--- src/hw/rtl/bcd_pkg.sv ---
// ---------------------------------------------------------------------------
// bcd_pkg
// Shared types and constants for the bounded circular deque.
// ---------------------------------------------------------------------------
package bcd_pkg;

    localparam int DEPTH_DEF = 16;   // ring entries
    localparam int CAP_RST   = 16;   // capacity after reset, before clamping
    localparam int CW        = 5;    // capacity / count width
    localparam int KW        = 3;    // operation kind width
    localparam int DW        = 32;   // element width
    localparam int AW        = 3;    // APB address width

    localparam logic [KW-1:0] KIND_INS_FRONT = 3'd0;
    localparam logic [KW-1:0] KIND_INS_REAR  = 3'd1;
    localparam logic [KW-1:0] KIND_DEL_FRONT = 3'd2;
    localparam logic [KW-1:0] KIND_DEL_REAR  = 3'd3;
    localparam logic [KW-1:0] KIND_QUERY     = 3'd4;

    localparam logic [DW-1:0] EMPTY_MARK = '1;

    typedef enum logic [1:0] {
        ST_IDLE,
        ST_EXEC,
        ST_READ,
        ST_LOAD
    } state_t;

    typedef struct packed {
        logic latch_in;   // capture the incoming beat
        logic exec;       // apply the operation to pointers, count and ring
        logic load_out;   // move the snapshot into the output register
    } ctrl_cmd_t;

    typedef struct packed {
        logic out_hold;   // output register holds a beat that is stalled
    } dp_status_t;

endpackage

--- src/hw/rtl/bcd_ctrl.sv ---
// ---------------------------------------------------------------------------
// bcd_ctrl
// Sequencer: accept, execute, ring read, result load.
// ---------------------------------------------------------------------------
module bcd_ctrl (
    input  logic               clk,
    input  logic               rst_n,
    input  logic               in_valid,
    output logic               in_stall,
    input  bcd_pkg::dp_status_t status,
    output bcd_pkg::ctrl_cmd_t  cmd
);
    import bcd_pkg::*;

    state_t state_reg;
    state_t state_next;

    always_ff @(posedge clk or negedge rst_n)
    begin
        if (!rst_n)
        begin
            state_reg <= ST_IDLE;
        end
        else
        begin
            state_reg <= state_next;
        end
    end

    always_comb
    begin
        state_next   = state_reg;
        cmd          = '0;
        in_stall     = 1'b1;
        unique case (state_reg)
            ST_IDLE:
            begin
                in_stall = 1'b0;
                if (in_valid)
                begin
                    cmd.latch_in = 1'b1;
                    state_next   = ST_EXEC;
                end
            end
            ST_EXEC:
            begin
                cmd.exec   = 1'b1;
                state_next = ST_READ;
            end
            ST_READ:
            begin
                state_next = ST_LOAD;
            end
            ST_LOAD:
            begin
                if (!status.out_hold)
                begin
                    cmd.load_out = 1'b1;
                    state_next   = ST_IDLE;
                end
            end
            default:
            begin
                state_next = ST_IDLE;
            end
        endcase
    end

endmodule

--- src/hw/rtl/bcd_dpath.sv ---
// ---------------------------------------------------------------------------
// bcd_dpath
// Ring memory, head/tail pointers, count, capacity and output register.
// ---------------------------------------------------------------------------
module bcd_dpath #(
    parameter int DEPTH = bcd_pkg::DEPTH_DEF
) (
    input  logic                         clk,
    input  logic                         rst_n,
    input  bcd_pkg::ctrl_cmd_t           cmd,
    output bcd_pkg::dp_status_t          status,
    input  logic                         cfg_we,
    input  logic [bcd_pkg::CW-1:0]       cfg_data,
    output logic [bcd_pkg::CW-1:0]       capacity,
    input  logic [bcd_pkg::KW-1:0]       kind,
    input  logic signed [bcd_pkg::DW-1:0] value,
    output logic                         out_valid,
    input  logic                         out_stall,
    output logic                         accepted,
    output logic signed [bcd_pkg::DW-1:0] front_value,
    output logic signed [bcd_pkg::DW-1:0] rear_value,
    output logic                         is_empty,
    output logic                         is_full,
    output logic [bcd_pkg::CW-1:0]       occupancy
);
    import bcd_pkg::*;

    localparam int IW       = (DEPTH > 1) ? $clog2(DEPTH) : 1;
    localparam int PW       = ((IW > CW) ? IW : CW) + 1;
    localparam int CAP_INIT = (DEPTH < CAP_RST) ? DEPTH : CAP_RST;

    logic [DW-1:0]  ring_mem [DEPTH];
    logic [DW-1:0]  rd_front_reg;
    logic [DW-1:0]  rd_rear_reg;

    logic [KW-1:0]  kind_reg;
    logic [DW-1:0]  value_reg;
    logic [CW-1:0]  cap_reg;
    logic [CW-1:0]  cap_next;
    logic [IW-1:0]  head_reg;
    logic [IW-1:0]  head_next;
    logic [IW-1:0]  tail_reg;
    logic [IW-1:0]  tail_next;
    logic [CW-1:0]  count_reg;
    logic [CW-1:0]  count_next;
    logic           ok_reg;
    logic           ok_next;
    logic           mem_we;
    logic [IW-1:0]  mem_waddr;
    logic           full;
    logic           empty;

    logic           out_valid_reg;
    logic           accepted_reg;
    logic [DW-1:0]  front_reg;
    logic [DW-1:0]  rear_reg;
    logic           empty_reg;
    logic           full_reg;
    logic [CW-1:0]  occ_reg;

    function automatic logic [IW-1:0] step_up(input logic [IW-1:0] idx,
                                              input logic [CW-1:0] cap);
        logic [IW-1:0] r;
        if (PW'(idx) + PW'(1) >= PW'(cap))
        begin
            r = '0;
        end
        else
        begin
            r = idx + IW'(1);
        end
        return r;
    endfunction

    function automatic logic [IW-1:0] step_down(input logic [IW-1:0] idx,
                                                input logic [CW-1:0] cap);
        logic [IW-1:0] r;
        if (idx == '0)
        begin
            r = IW'(cap - CW'(1));
        end
        else
        begin
            r = idx - IW'(1);
        end
        return r;
    endfunction

    // Written values of 0 act as 1, values beyond the ring act as DEPTH.
    always_comb
    begin
        priority if (cfg_data == '0)
        begin
            cap_next = CW'(1);
        end
        else if (int'(cfg_data) > DEPTH)
        begin
            cap_next = CW'(DEPTH);
        end
        else
        begin
            cap_next = cfg_data;
        end
    end

    assign full  = (count_reg >= cap_reg);
    assign empty = (count_reg == '0);

    always_comb
    begin
        head_next  = head_reg;
        tail_next  = tail_reg;
        count_next = count_reg;
        ok_next    = 1'b0;
        mem_we     = 1'b0;
        mem_waddr  = head_reg;
        unique case (kind_reg)
            KIND_INS_FRONT:
            begin
                if (!full)
                begin
                    head_next  = step_down(head_reg, cap_reg);
                    mem_we     = 1'b1;
                    mem_waddr  = head_next;
                    count_next = count_reg + CW'(1);
                    ok_next    = 1'b1;
                end
            end
            KIND_INS_REAR:
            begin
                if (!full)
                begin
                    tail_next  = step_up(tail_reg, cap_reg);
                    mem_we     = 1'b1;
                    mem_waddr  = tail_next;
                    count_next = count_reg + CW'(1);
                    ok_next    = 1'b1;
                end
            end
            KIND_DEL_FRONT:
            begin
                if (!empty)
                begin
                    head_next  = step_up(head_reg, cap_reg);
                    count_next = count_reg - CW'(1);
                    ok_next    = 1'b1;
                end
            end
            KIND_DEL_REAR:
            begin
                if (!empty)
                begin
                    tail_next  = step_down(tail_reg, cap_reg);
                    count_next = count_reg - CW'(1);
                    ok_next    = 1'b1;
                end
            end
            KIND_QUERY:
            begin
                ok_next = 1'b1;
            end
            default:
            begin
                ok_next = 1'b0;   // unused kinds are refused
            end
        endcase
    end

    always_ff @(posedge clk or negedge rst_n)
    begin
        if (!rst_n)
        begin
            cap_reg   <= CW'(CAP_INIT);
            head_reg  <= '0;
            tail_reg  <= IW'(CAP_INIT - 1);
            count_reg <= '0;
        end
        else if (cfg_we)
        begin
            cap_reg   <= cap_next;
            head_reg  <= '0;
            tail_reg  <= IW'(cap_next - CW'(1));
            count_reg <= '0;
        end
        else if (cmd.exec)
        begin
            head_reg  <= head_next;
            tail_reg  <= tail_next;
            count_reg <= count_next;
        end
    end

    always_ff @(posedge clk)
    begin
        if (cmd.latch_in)
        begin
            kind_reg  <= kind;
            value_reg <= value;
        end
        if (cmd.exec)
        begin
            ok_reg <= ok_next;
        end
    end

    // Ring: one write port, two registered read ports at head and tail.
    always_ff @(posedge clk)
    begin
        if (cmd.exec && mem_we)
        begin
            ring_mem[mem_waddr] <= value_reg;
        end
        rd_front_reg <= ring_mem[head_reg];
        rd_rear_reg  <= ring_mem[tail_reg];
    end

    always_ff @(posedge clk or negedge rst_n)
    begin
        if (!rst_n)
        begin
            out_valid_reg <= 1'b0;
        end
        else if (cmd.load_out)
        begin
            out_valid_reg <= 1'b1;
        end
        else if (!out_stall)
        begin
            out_valid_reg <= 1'b0;
        end
    end

    always_ff @(posedge clk)
    begin
        if (cmd.load_out)
        begin
            accepted_reg <= ok_reg;
            front_reg    <= empty ? EMPTY_MARK : rd_front_reg;
            rear_reg     <= empty ? EMPTY_MARK : rd_rear_reg;
            empty_reg    <= empty;
            full_reg     <= full;
            occ_reg      <= count_reg;
        end
    end

    assign status.out_hold = out_valid_reg && out_stall;

    assign capacity    = cap_reg;
    assign out_valid   = out_valid_reg;
    assign accepted    = accepted_reg;
    assign front_value = front_reg;
    assign rear_value  = rear_reg;
    assign is_empty    = empty_reg;
    assign is_full     = full_reg;
    assign occupancy   = occ_reg;

endmodule

--- src/hw/rtl/bounded_circular_deque.sv ---
// ---------------------------------------------------------------------------
// bounded_circular_deque
// Double-ended queue of 32-bit elements held in a ring of up to DEPTH entries.
// ---------------------------------------------------------------------------
// Input channel (in_valid / in_stall, kind, value) takes one operation per
// beat: insert front, insert rear, delete front, delete rear or query.
// Output channel (out_valid / out_stall) returns one result beat per input
// beat: accepted flag, front and rear elements (-1 when empty), empty, full
// and occupancy after the operation.
// Sequence: after an operation is accepted, the sequencer passes through
// execute, the registered read of the ring memory at head and tail, and the
// load of the output register, where out_valid rises; a new beat is taken
// only after the previous operation has loaded its result.
// A stalled result holds in the output register while the next operation is
// accepted and executed; that operation waits in its load step until the
// output register is free.
// Capacity sits at APB byte address 0; writing it (0 acts as 1, values above
// DEPTH act as DEPTH) empties the deque. Write it only while idle.
// Reset: capacity min(16, DEPTH), deque empty, no result pending.
// ---------------------------------------------------------------------------
module bounded_circular_deque #(
    parameter int DEPTH = bcd_pkg::DEPTH_DEF
) (
    input  logic                          clk,
    input  logic                          rst_n,
    input  logic                          psel,
    input  logic                          penable,
    input  logic                          pwrite,
    input  logic [bcd_pkg::AW-1:0]        paddr,
    input  logic [31:0]                   pwdata,
    output logic [31:0]                   prdata,
    output logic                          pready,
    input  logic                          in_valid,
    output logic                          in_stall,
    input  logic [bcd_pkg::KW-1:0]        kind,
    input  logic signed [bcd_pkg::DW-1:0] value,
    output logic                          out_valid,
    input  logic                          out_stall,
    output logic                          accepted,
    output logic signed [bcd_pkg::DW-1:0] front_value,
    output logic signed [bcd_pkg::DW-1:0] rear_value,
    output logic                          is_empty,
    output logic                          is_full,
    output logic [bcd_pkg::CW-1:0]        occupancy
);
    import bcd_pkg::*;

    ctrl_cmd_t   cmd;
    dp_status_t  status;
    logic        cfg_we;
    logic        cap_sel;
    logic [CW-1:0] capacity;

    // paddr[2] set means an address beyond the capacity register
    assign cap_sel = !paddr[2];
    assign cfg_we  = psel && penable && pwrite && cap_sel;
    assign pready  = 1'b1;
    assign prdata  = cap_sel ? 32'(capacity) : 32'd0;

    bcd_ctrl u_ctrl (
        .clk      (clk),
        .rst_n    (rst_n),
        .in_valid (in_valid),
        .in_stall (in_stall),
        .status   (status),
        .cmd      (cmd)
    );

    bcd_dpath #(
        .DEPTH (DEPTH)
    ) u_dpath (
        .clk         (clk),
        .rst_n       (rst_n),
        .cmd         (cmd),
        .status      (status),
        .cfg_we      (cfg_we),
        .cfg_data    (pwdata[CW-1:0]),
        .capacity    (capacity),
        .kind        (kind),
        .value       (value),
        .out_valid   (out_valid),
        .out_stall   (out_stall),
        .accepted    (accepted),
        .front_value (front_value),
        .rear_value  (rear_value),
        .is_empty    (is_empty),
        .is_full     (is_full),
        .occupancy   (occupancy)
    );

endmodule
--- config.mk ---
export PLATFORM = sky130hd
export DESIGN_NAME = bounded_circular_deque
export DESIGN_NICKNAME = d
export VERILOG_FILES = /design/src/hw/rtl/bcd_pkg.sv /design/src/hw/rtl/bcd_ctrl.sv /design/src/hw/rtl/bcd_dpath.sv /design/src/hw/rtl/bounded_circular_deque.sv
export SDC_FILE = /design/constraint.sdc
export NUM_CORES = 1
export LEC_CHECK = 0
export BUFFER_PORTS_ARGS = -buffer_cell sky130_fd_sc_hd__buf_2
export CAP_MARGIN = 10
export CELL_PAD_IN_SITES_DETAIL_PLACEMENT = 1
export CELL_PAD_IN_SITES_GLOBAL_PLACEMENT = 2
export CORE_MARGIN = 8
export CORE_UTILIZATION = 42
export CTS_CLUSTER_SIZE = 12
export DETAILED_ROUTE_END_ITERATION = 10
export PLACE_DENSITY = 0.79
export SLEW_MARGIN = 20
export SYNTH_ARGS = -nofsm -noshare
export SYNTH_HDL_FRONTEND = slang
export SYNTH_SLANG_ARGS = --single-unit
--- constraint.sdc ---
create_clock -name clk -period 6.6 [get_ports clk]
set_input_delay 0.33 -clock clk [delete_from_list [all_inputs] [get_ports clk]]
set_output_delay 0.33 -clock clk [all_outputs]
set_load 0.1 [all_outputs]
Word-level counts from Yosys, hierarchy flattened

Memory sizes are Yosys's and may differ from the RTL's. A register that Yosys moved wholly into a read port is not among the register bits.
Index checks and enable logic that the tools add are counted.
Widths: inputs -> output; s select.

Flip-flop bits (word level): 129
Memory bits (writable): 512
Input bits: 77
Output and inout port bits: 107
Logic and storage cells: 108
Memories kept: 1

$add $sub $neg: 10
Order comparisons: 4
Equality and inequality tests: 15
Mux-type cells: 41
Reduce and logical (&&, ||, !) cells: 22

Memories:

| name             | depth | width | rd ports | clocked after Yosys merged registers in | write ports | RTL line        | text |
|---|---|---|---|---|---|---|---|
| u_dpath.ring_mem | 16    | 32    | 2        | 2                                       | 1           | bcd_dpath.sv:32 | `logic [DW-1:0] ring_mem [DEPTH];` |

Operators with widths:

| operator            | number |
|---|---|
| $mux 4              | 13 |
| $mux 5              | 7 |
| $pmux 4 s2          | 3 |
| $sub 4x1->4 const B | 4 |
| $ge 5x5->1          | 3 |
| $ne 3x3->1 const B  | 5 |
| $mux 1              | 13 |
| $add 4x1->5 const B | 2 |
| $logic_not 5->1     | 2 |
| $pmux 5 s2          | 1 |
| $reduce_bool 3->1   | 3 |
| $add 4x1->4 const B | 2 |
| $logic_not 4->1     | 2 |
| $pmux 2 s4          | 1 |
| $reduce_and 4->1    | 2 |
| $eq 3x2->1 const B  | 2 |
| $add 5x1->5 const B | 1 |
| $gt 5x5->1 const B  | 1 |
| $logic_and 1x1->1   | 5 |
| $sub 5x1->5 const B | 1 |
| $eq 2x2->1 const B  | 2 |
| $mux 2              | 2 |
| $ne 2x2->1 const B  | 2 |
| $reduce_or 2->1     | 2 |
| other kinds (11)    | 11 |

Longest topological paths before layout

Depth in word-level cells: 7
Depth in mapped cells: 12
Gate-level depth less buffers: 10

Hierarchy

Synthesis repeated with hierarchy kept, for this count alone.

Cell total of the unflattened synthesis: 1457
Area total of the unflattened synthesis: 30392.9 um^2

Modules (own cells, without submodules):

| module                 | times used | cells each | area each (um^2) | sequential area each (um^2) |
|---|---|---|---|---|
| bcd_dpath              | 1          | 1405       | 29940.0          | 20380.8 |
| bounded_circular_deque | 1          | 36         | 271.5            | 0.0 |
| bcd_ctrl               | 1          | 16         | 181.4            | 50.0 |

Least setup slack after synthesis

Ideal clock, no wire load.

Kind: register to register
Start point: register u_dpath.tail_reg[1]
End point: memory u_dpath.ring_mem[13][0] (enable)
Setup time: 0.502 ns
Arrival: 6.453 ns
Required time: 6.098 ns
Slack: -0.354 ns
Cell stages (with the launch flop): 13
Path buffers: 4
Clock period less this slack: 6.954 ns
Cells stage by stage: dfstp_2 -> clkbuf_1 -> buf_1 -> clkbuf_1 -> inv_1 -> ha_1 -> ha_1 -> a2111oi_2 -> o21ai_0 -> nor4b_1 -> or4b_1 -> buf_2 -> nor4_1

Word-level cells in the longest chain between the ends: 5
Elaborated cells between the ends (all ways): 6
Classes of those cells: add/sub: 2; order compare: 1; mux: 3

RTL lines:

| element                | RTL line         | text |
|---|---|---|
| start, declared        | bcd_dpath.sv:42  | `logic [IW-1:0] tail_reg;` |
| start signal, assigned | bcd_dpath.sv:175 | `tail_reg <= IW'(CAP_INIT - 1);` |
| start signal, assigned | bcd_dpath.sv:182 | `tail_reg <= IW'(cap_next - CW'(1));` |
| start signal, assigned | bcd_dpath.sv:188 | `tail_reg <= tail_next;` |
| $add 4x1->5            | bcd_dpath.sv:64  | `if (PW'(idx) + PW'(1) >= PW'(cap))` |
| $ge 5x5->1             | bcd_dpath.sv:64  |  |
| $mux 4 *               | bcd_dpath.sv:64  |  |
| $mux 4 *               | bcd_dpath.sv:131 | `if (!full)` |
| $pmux 4 s2 *           | bcd_dpath.sv:117 | `unique case (kind_reg)` |
| end, declared          | bcd_dpath.sv:32  |  |

Every way passes the cells marked *; elsewhere a longest branch is shown, timed or not.

Final worst setup path

Start point: register u_dpath.tail_reg[0]
End point: memory u_dpath.ring_mem[5][17] (enable)

Same word-level chain as after synthesis.

==> impl_metrics.env <==
export IMPL_status="complete, no violations"
export IMPL_track_usage=0.1918
export IMPL_die_area_sq_um=82130
export IMPL_critPathMaxFanout=43
export IMPL_synth_edf_count=620
export IMPL_finalNetCount=2010
export IMPL_arrival_ps=4980
export IMPL_rows=99
export IMPL_max_slew_margin_rel=0.2510
export IMPL_grt_overflow=0
export IMPL_htreeDepth=3
export IMPL_cts_max_path_buffers=3
export IMPL_yosysUniqueCellTypes=64
export IMPL_cts_num_sinks=705
export IMPL_hold_viol=0
export IMPL_place_congestion=0.7697
export IMPL_cts_tree="built"
export IMPL_port_buffers=126
export IMPL_fmax_mhz=210.7
export IMPL_cts_setup_buffers=0
export IMPL_largest_register_ffs=512
export IMPL_synth_mux_area_frac=0.2087
export IMPL_synth_ff_latch_count=705
export IMPL_num_vias=16960
export IMPL_worstHoldStart="pwdata[1]"
export IMPL_yosys_warnings=0
export IMPL_grt_first_pass_wirelength_um=119300
export IMPL_cts_buffers=75
export IMPL_crit_path_start="u_dpath.tail_reg[0]"
export IMPL_drtAntennaViolNets=0
export IMPL_area_growth_pct=14.97
export IMPL_hp_class="in -> reg"
export IMPL_ios=184
export IMPL_dp_hpwl_um=44070
export IMPL_viasPerCell=5.797
export IMPL_period_minus_slack_ps=4747
export IMPL_clkSlewWorstSetupHoldPaths_ps=60
export IMPL_cts_root_buf="clkbuf_16"
export IMPL_start_util=0.4229
export IMPL_grt_pass1_vias=18800
export IMPL_synth_area_sq_um=30750
export IMPL_hold_slack_ps=102.5
export IMPL_place_inst=2746
export IMPL_grt_start_max_net_pins=106
export IMPL_r2r_start="u_dpath.tail_reg[0]"
export IMPL_drv_slew=0
export IMPL_max_cap_viol_count=0
export IMPL_leakagePower_nw=11.85
export IMPL_setup_viol=0
export IMPL_critical_path_class="reg -> reg"
export IMPL_synth_compound_area_frac=0.04464
export IMPL_cp_end_kind="register"
export IMPL_final_cells=2925
export IMPL_avgRoutedWirePerCell_um=27.14
export IMPL_core_area_sq_um=72710
export IMPL_finClkSkew_ps=27.73
export IMPL_synth_adder_area_share=0.01245
export IMPL_total_power_mw=16.22
export IMPL_largest_register="u_dpath.ring_mem"
export IMPL_rsz0062_at_grt="false"
export IMPL_setup_worst_path_start_class="register"
export IMPL_routed_wl_um=79390
export IMPL_cp_data_required_time_ps=6840
export IMPL_ir_drop_uv=480.9
export IMPL_period_share=0.7192
export IMPL_synth_top_family_by_area="multiplexers"
export IMPL_yosys_area_share_simple=0.04248
export IMPL_cts_resized=0
export IMPL_synth_cells=1732
export IMPL_tightest_slew_ps=1123
export IMPL_drtPass1Iterations=7
export IMPL_die_y_um=286.6
export IMPL_drive_gt1_frac=0.3033
export IMPL_synth_xor_area_share=0.003133
export IMPL_drc=0
export IMPL_die_w_um=286.6
export IMPL_cellPowerDensity_nw_per_um2=458.8
export IMPL_first_iter_violations=1469
export IMPL_worstSkewPairLatency_ps=620
export IMPL_synth_avg_cell_area_sq_um=17.75
export IMPL_antenna_found_initial=1
export IMPL_synth_seq_area_share=0.6644
export IMPL_async_flop_share=0.02979
export IMPL_yosys_most_used_dff="edfxtp_1"
[final cells by class]
cell class	count	area, sq um
repair buffers	202	1315
inverters	25	95.09
flip-flops and latches	705	20450
well taps	959	1200
multi-input cells	894	9891
diodes	1	2.502
clock inverters	20	246.5
clock buffers	119	2153
fillers	6755	37360
[worst max-delay path, cell delays in order (launching register included)]
cell and delay (ps):
dfstp_4 1060, inv_1 180, ha_1 430, ha_1 320
a2111oi_2 350, o21ai_0 140, nor4b_1 190, or4b_1 780
nor4_2 230, buf_4 650
[kinds of logic (layout without fill, tap and decap cells)]
logic type / Yosys count / count (layout)
simple gates: 264 / 264
xor+xnor: 11 / 11
buf+inv: 159 / 366
fa+ha+maj: 30 / 30
mux: 358 / 358
flops: 705 / 705
compound gates: 203 / 203
other cells: 2 / 29
[metal layers]
metal,vias to the layer above,GRT usage,share of wire
li1,7332,-,-
met1,8962,0.2489,0.41
met2,530,0.3311,0.50
met3,132,0.03575,0.063
met4,0,0.04942,0.021
met5,-,0,0
[final timing paths]
path,endpoint,slack [ps],depth (start not counted)
max,u_dpath.ring_mem[5][17],1850,9
min reg2reg,u_dpath.accepted,460,0
min,u_dpath.capacity[1],100,3
max in group asynchronous,u_dpath.head_reg[0],5900,2
min in group asynchronous,u_dpath.head_reg[3],260,2
max reg2reg,u_dpath.ring_mem[5][17],1850,9
[layout by cell type, fill, tap and decap left out, types with 13 or more instances in the layout]
master and n:
dfxtp_1 64, dlygate4sd3_1 39, buf_2 126, ha_1 29
a22oi_1 31, inv_1 23, buf_4 35, nand2_1 81
dfrtp_1 13, clkbuf_16 76, o21ai_0 51, edfxtp_1 620
a221oi_1 31, or2_2 59, a21oi_1 41, nor2_1 55
mux2i_1 128, conb_1 28, clkbuf_1 34, mux4_2 226
[where the power goes]
part / internal, mW / total, mW / switching (mW)
logic: 2.11 / 5.94 / 3.83
registers: 5.65 / 6.17 / 0.524
clock network: 2.38 / 4.10 / 1.72
total: 10.1 / 16.2 / 6.08
[what timing repair did]
action | in CTS | in global routing
setup endpoints to repair | 0 | 0
hold endpoints to repair | 54 | 0
hold buffers | 39 | 0
[cell usage after synthesis, types with 5 or more instances]
library cell / count / area, sq um
a211oi_1: 5 / 37.54
a21oi_1: 41 / 205.2
a221oi_1: 31 / 271.5
a22oi_1: 31 / 232.7
buf_1: 14 / 52.55
buf_2: 29 / 145.1
buf_4: 28 / 210.2
clkbuf_1: 63 / 236.5
dfrtp_1: 16 / 400.4
dfstp_2: 5 / 131.4
dfxtp_1: 64 / 1281
edfxtp_1: 620 / 18620
ha_1: 29 / 362.9
inv_1: 23 / 86.33
mux2i_1: 128 / 1281
mux4_2: 226 / 5090
nand2_1: 81 / 304.0
nand2b_1: 8 / 50.05
nand3_1: 8 / 40.04
nor2_1: 57 / 214.0
nor3_1: 7 / 35.03
nor4_1: 19 / 118.9
o211ai_1: 8 / 60.06
o21ai_0: 51 / 255.2
or2_1: 5 / 31.28
or2_2: 59 / 369.1
xnor2_1: 7 / 61.31
[stage by stage]
stage                     TNS, ps  utilization  cell area [sq um]  setup WS, ps
after floorplan           -106870            -              30880        -354.2
after global placement          0       0.4476              32540          1986
after detailed placement        0       0.4477              32550          1851
after CTS                       0       0.4861              35340          1834
after global routing            0       0.4862              35350          1648
final                           0       0.4862              35350          1853
Note: power is estimated with default switching activity, not from simulation.
